**src/hw/rtl/text_console_engine_unit_assert.svh**
```systemverilog
// Assertion macros shared by the console engine RTL.
// Needs i_clk and i_rst_n in the scope of the module that uses them.
`ifndef TEXT_CONSOLE_ENGINE_UNIT_ASSERT_SVH
`define TEXT_CONSOLE_ENGINE_UNIT_ASSERT_SVH

// Clocked property, off while reset is held.
`define TCE_ASSERT(label, prop, msg) \
    label: assert property (@(posedge i_clk) disable iff (!i_rst_n) prop) \
        else $error(msg);

// Condition that must never be seen.
`define TCE_NEVER(label, cond, msg) \
    `TCE_ASSERT(label, !(cond), msg)

`endif

```
**src/hw/rtl/tce_pkg.sv**
```systemverilog
// Shared constants, op codes and controller/datapath interface types
// for the text console engine. No dependencies.
package tce_pkg;

    localparam int COLUMNS    = 80;
    localparam int ROWS       = 25;
    localparam int CELL_COUNT = COLUMNS * ROWS;

    localparam int ROW_W  = 5;
    localparam int COL_W  = 7;
    localparam int IDX_W  = 11;
    localparam int CELL_W = 16;

    localparam logic [ROW_W-1:0] ROW_LAST = ROW_W'(ROWS - 1);
    localparam logic [COL_W-1:0] COL_LAST = COL_W'(COLUMNS - 1);

    localparam logic [2:0] OP_PUT        = 3'd0;
    localparam logic [2:0] OP_WRITE_AT   = 3'd1;
    localparam logic [2:0] OP_SET_CURSOR = 3'd2;
    localparam logic [2:0] OP_CLEAR      = 3'd3;
    localparam logic [2:0] OP_READ       = 3'd4;

    localparam logic [7:0] CH_NEWLINE   = 8'h0A;
    localparam logic [7:0] CH_RETURN    = 8'h0D;
    localparam logic [7:0] CH_BACKSPACE = 8'h08;
    localparam logic [7:0] CH_SPACE     = 8'h20;

    localparam logic [7:0] ATTR_RESET = 8'h07;

    // controller -> datapath
    typedef struct packed {
        logic accept;     // input beat taken this cycle
        logic sweep;      // screen sweep step (init, clear or scroll)
        logic read_load;  // read data ready, load result
    } t_tce_cmd;

    // datapath -> controller
    typedef struct packed {
        logic need_sweep;
        logic need_read;
        logic sweep_done;
        logic out_free;
    } t_tce_status;

endpackage

```
**src/hw/rtl/tce_ctrl.sv**
```systemverilog
// Console engine controller: sequences screen sweeps and cell reads,
// gates the input channel. Uses tce_pkg.
`include "text_console_engine_unit_assert.svh"

module tce_ctrl
    import tce_pkg::*;
(
    input  logic        i_clk,
    input  logic        i_rst_n,
    input  logic        i_in_valid,
    output logic        o_in_stall,
    input  t_tce_status i_status,
    output t_tce_cmd    o_cmd
);

    typedef enum logic [1:0] {
        ST_SWEEP,
        ST_IDLE,
        ST_READ
    } t_state;

    t_state r_state;
    logic   accept;

    assign o_in_stall = !((r_state == ST_IDLE) && i_status.out_free);
    assign accept     = i_in_valid && !o_in_stall;

    assign o_cmd.accept    = accept;
    assign o_cmd.sweep     = (r_state == ST_SWEEP);
    assign o_cmd.read_load = (r_state == ST_READ);

    // reset starts in a sweep: screen store is zeroed before any item
    always_ff @(posedge i_clk) begin
        if (!i_rst_n) begin
            r_state <= ST_SWEEP;
        end else begin
            unique case (r_state)
                ST_SWEEP: begin
                    if (i_status.sweep_done) begin
                        r_state <= ST_IDLE;
                    end
                end
                ST_IDLE: begin
                    if (accept && i_status.need_sweep) begin
                        r_state <= ST_SWEEP;
                    end else if (accept && i_status.need_read) begin
                        r_state <= ST_READ;
                    end
                end
                ST_READ: begin
                    r_state <= ST_IDLE;
                end
                default: begin
                    r_state <= ST_IDLE;
                end
            endcase
        end
    end

    `TCE_ASSERT(a_sweep_entry, accept && i_status.need_sweep |=> r_state == ST_SWEEP, "scroll or clear did not sweep")
    `TCE_ASSERT(a_read_entry, accept && i_status.need_read |=> r_state == ST_READ, "read not issued")
    `TCE_ASSERT(a_read_short, r_state == ST_READ |=> r_state == ST_IDLE && !$past(accept), "read state overstayed")

endmodule
```
**config.mk**
```make
export PLATFORM = sky130hd
export DESIGN_NAME = tce_ctrl
export DESIGN_NICKNAME = d
export VERILOG_FILES = /design/src/hw/rtl/tce_pkg.sv /design/src/hw/rtl/tce_ctrl.sv
export VERILOG_INCLUDE_DIRS = /design/src /design/src/hw/rtl
export SDC_FILE = /design/constraint.sdc
export NUM_CORES = 1
export LEC_CHECK = 0
export ABC_AREA = 1
export BUFFER_PORTS_ARGS = -buffer_cell sky130_fd_sc_hd__buf_2
export CORE_AREA = 2 2 39 41
export CTS_CLUSTER_DIAMETER = 100
export CTS_CLUSTER_SIZE = 28
export DETAILED_ROUTE_END_ITERATION = 10
export DIE_AREA = 0 0 41 43
export GPL_ROUTABILITY_DRIVEN = 0
export HOLD_SLACK_MARGIN = 0.15
export PLACE_DENSITY = 0.38
export RECOVER_POWER = 25
export SYNTH_ARGS = -nofsm -noshare
export SYNTH_HDL_FRONTEND = slang
export SYNTH_SLANG_ARGS = --single-unit
export TNS_END_PERCENT = 20
```
**constraint.sdc**
```tcl
create_clock -name i_clk -period 1.05 [get_ports i_clk]
set_input_delay 0.21 -clock i_clk [delete_from_list [all_inputs] [get_ports i_clk]]
set_output_delay 0.21 -clock i_clk [all_outputs]
set_load 0.02 [all_outputs]
```
==> results.json <==
{
  "status": "finished with violations",
  "violations": "negative setup slack",
  "skew_ns": 0.000300,
  "tns_ns": -0.438,
  "antenna_found_initial": 0,
  "rr_startpoint": "r_state[0]",
  "ys_seq_area_share_pct": 28.3,
  "crit_arrival_ns": 1.31,
  "cts_made_buffers": 3,
  "post-place-ws_ns": 0.0163,
  "synth_seq_cells": 2,
  "tightest_slew_ns": 0.158,
  "post-route-drc-count": 0,
  "cp-start-kind": "register",
  "rows": 14,
  "drv_slew": 0,
  "critPathLaunch": "r_state[0]",
  "routedWlPerCell_um": 7.66,
  "synth_cell_type_count": 12,
  "crit_chain": "inv_2 -> buf_4 -> buf_4 -> buf_4 -> buf_4 -> a21oi_1 -> a21oi_2",
  "drive_gt1_share_pct": 70.0,
  "fin_crit_ns": 1.20,
  "synth_top_area_share_pct": 28.3,
  "initialDrtViolationCount": 1,
  "area_delta_synth_final_pct": 112,
  "placed_cells": 48,
  "pwr_density_cell_nw_per_um2": 1310,
  "place_area_um2": 215,
  "die_area_um2": 1760,
  "largest_register": "r_state",
  "totalPowerFinal_mw": 0.393,
  "drt-pass1-iter-count": 2,
  "cts_max_level": 1,
  "min_path_type": "in -> reg",
  "final_nets": 49,
  "rsz0062_at_grt": "yes",
  "hold_start": "i_rst_n",
  "clkSinkCount": 2,
  "n_antenna_cell": 0,
  "fillCellCount": 164,
  "ys.warnings.count": 0,
  "routed_via_density": 3.63,
  "crit_required_ns": 1.16,
  "netlist_area_um2": 141,
  "track_usage_pct": 6.51,
  "portBuffers": 10,
  "regArea_um2": 42.5,
  "clock_path_buffers": 2,
  "setup_viol": 5,
  "cp_slowest_cell": "dfxtp_2",
  "grt_pass1_vias": 191,
  "grt_pass1_wl_um": 662,
  "wl_um": 429,
  "setup_ws_ns": -0.147,
  "post_synth.cell_area_avg_um2": 6.43,
  "multiInputGateArea_um2": 86.3,
  "ys_top_cells_by_area": "dfxtp_1 (28%), inv_1 (13%), a31oi_2 (8.8%)",
  "ios": 11,
  "reg_top3": "r_state (2)",
  "root_buffer": "clkbuf_4",
  "worst_setup_path_end_kind": "register",
  "ant_nets": 0,
  "die_y_um": 43,
  "coreArea_um2": 1380,
  "max_freq_ghz": 0.836,
  "relSlewSlack_pct": 89.4,
  "power.static_leakage_nw": 0.154,
  "worst_path_most_repeated_cell": "buf_4",
  "instances_no_fill": 56,
  "die_w_um": 41,
  "fin_area_um2": 300,
  "clkSlewWorstSetupHoldPaths_ns": 0.03,
  "crit_path_max_fanout": 3,
  "slowest_delay_ns": 0.34,
  "finish.utilization_pct": 21.7,
  "peakVddDrop_uv": 291,
  "cts_tree": "built",
  "overflow": 0,
  "path_delay_family": "buffers and inverters",
  "hold_ws_ns": 0.235,
  "grt_max_degree": 5,
  "crit_buf_inv": 5,
  "period_share_pct": 114,
  "hold_viol_final": 0,
  "clk_latency_ns": 0.22,
  "hpwl_um": 286,
  "largest_reg_flops": 2,
  "vias": 203,
  "maxCapViolCount": 0,
  "syn_inst": 22,
  "initial_core_util_pct": 10.2,
  "synth_nets": 29,
  "yosys.area.top_type": "dfxtp_1",
  "path_class": "reg -> reg"
}
-- tightest hold or removal path, stage by stage --
cell and delay, ns:
buf_2 0.07, inv_1 0.05, a21oi_2 0.09
-- cells in the final DEF, fill, tap and decap left out --
cell type and count:
buf_4 8, buf_2 7, inv_1 4, clkbuf_4 3, inv_2 2, nor2_4 2
nor2_1 2, nand2_1 2, a21oi_1 2, dfxtp_2 2, nand2_2 1, a31oi_2 1
nand4_1 1, nand3_1 1, a21oi_2 1, buf_6 1
-- synthesized netlist by cell type --
| cell type | n |
|---|---|
| inv_1 | 5 |
| a21oi_2 | 1 |
| dfxtp_1 | 2 |
| a21oi_1 | 2 |
| nand3_1 | 1 |
| nor2_2 | 1 |
| inv_2 | 1 |
| buf_4 | 1 |
| nand2_1 | 3 |
| nand4_1 | 1 |
| nor2_1 | 3 |
| a31oi_2 | 1 |
-- logic make-up after synthesis --
group / after synthesis / share of synthesized area, %
AOI/OAI and AO/OA: 4 / 22.1
and+or+nand+nor: 9 / 28.3
DFF: 2 / 28.3
buffers and inverters: 7 / 21.2
-- area by class of cell --
type                    count  share of cell area (%)
flip-flops and latches      2                    14.2
inverters                   6                    7.50
multi-input cells          13                    28.8
repair buffers             16                    35.4
clock buffers               3                    7.50
well taps                  16                    6.67
-- final timing paths --
check,endpoint,slack [ns],depth (start not counted)
worst max-delay path,r_state[0],-0.15,7
worst min-delay path,r_state[0],0.23,3
worst max register to register,r_state[0],-0.15,7
worst min register to register,r_state[0],0.59,2
-- layer usage --
metal	part of all wire, %	track usage, %	vias up
met2	52	8.13	6
met1	40	5.73	91
met4	2.8	8.00	0
li1	-	-	104
met5	0	0	-
met3	5.6	4.71	2
-- power by group --
group	internal (mW)	total, mW	switching (mW)
clock	0.126	0.171	0.0446
sequential	0.0843	0.0919	0.00753
combinational	0.0686	0.131	0.0622
total	0.279	0.393	0.114
-- what timing repair did --
action / 4_1_cts / 5_1_grt
gates resized for setup: 6 / 3
setup endpoints to repair: 4 / 6
pin swaps: 4 / 2
hold buffers: 0 / 0
buffers inserted: 5 / 0
No activity file was read; power rests on OpenSTA's default activity.
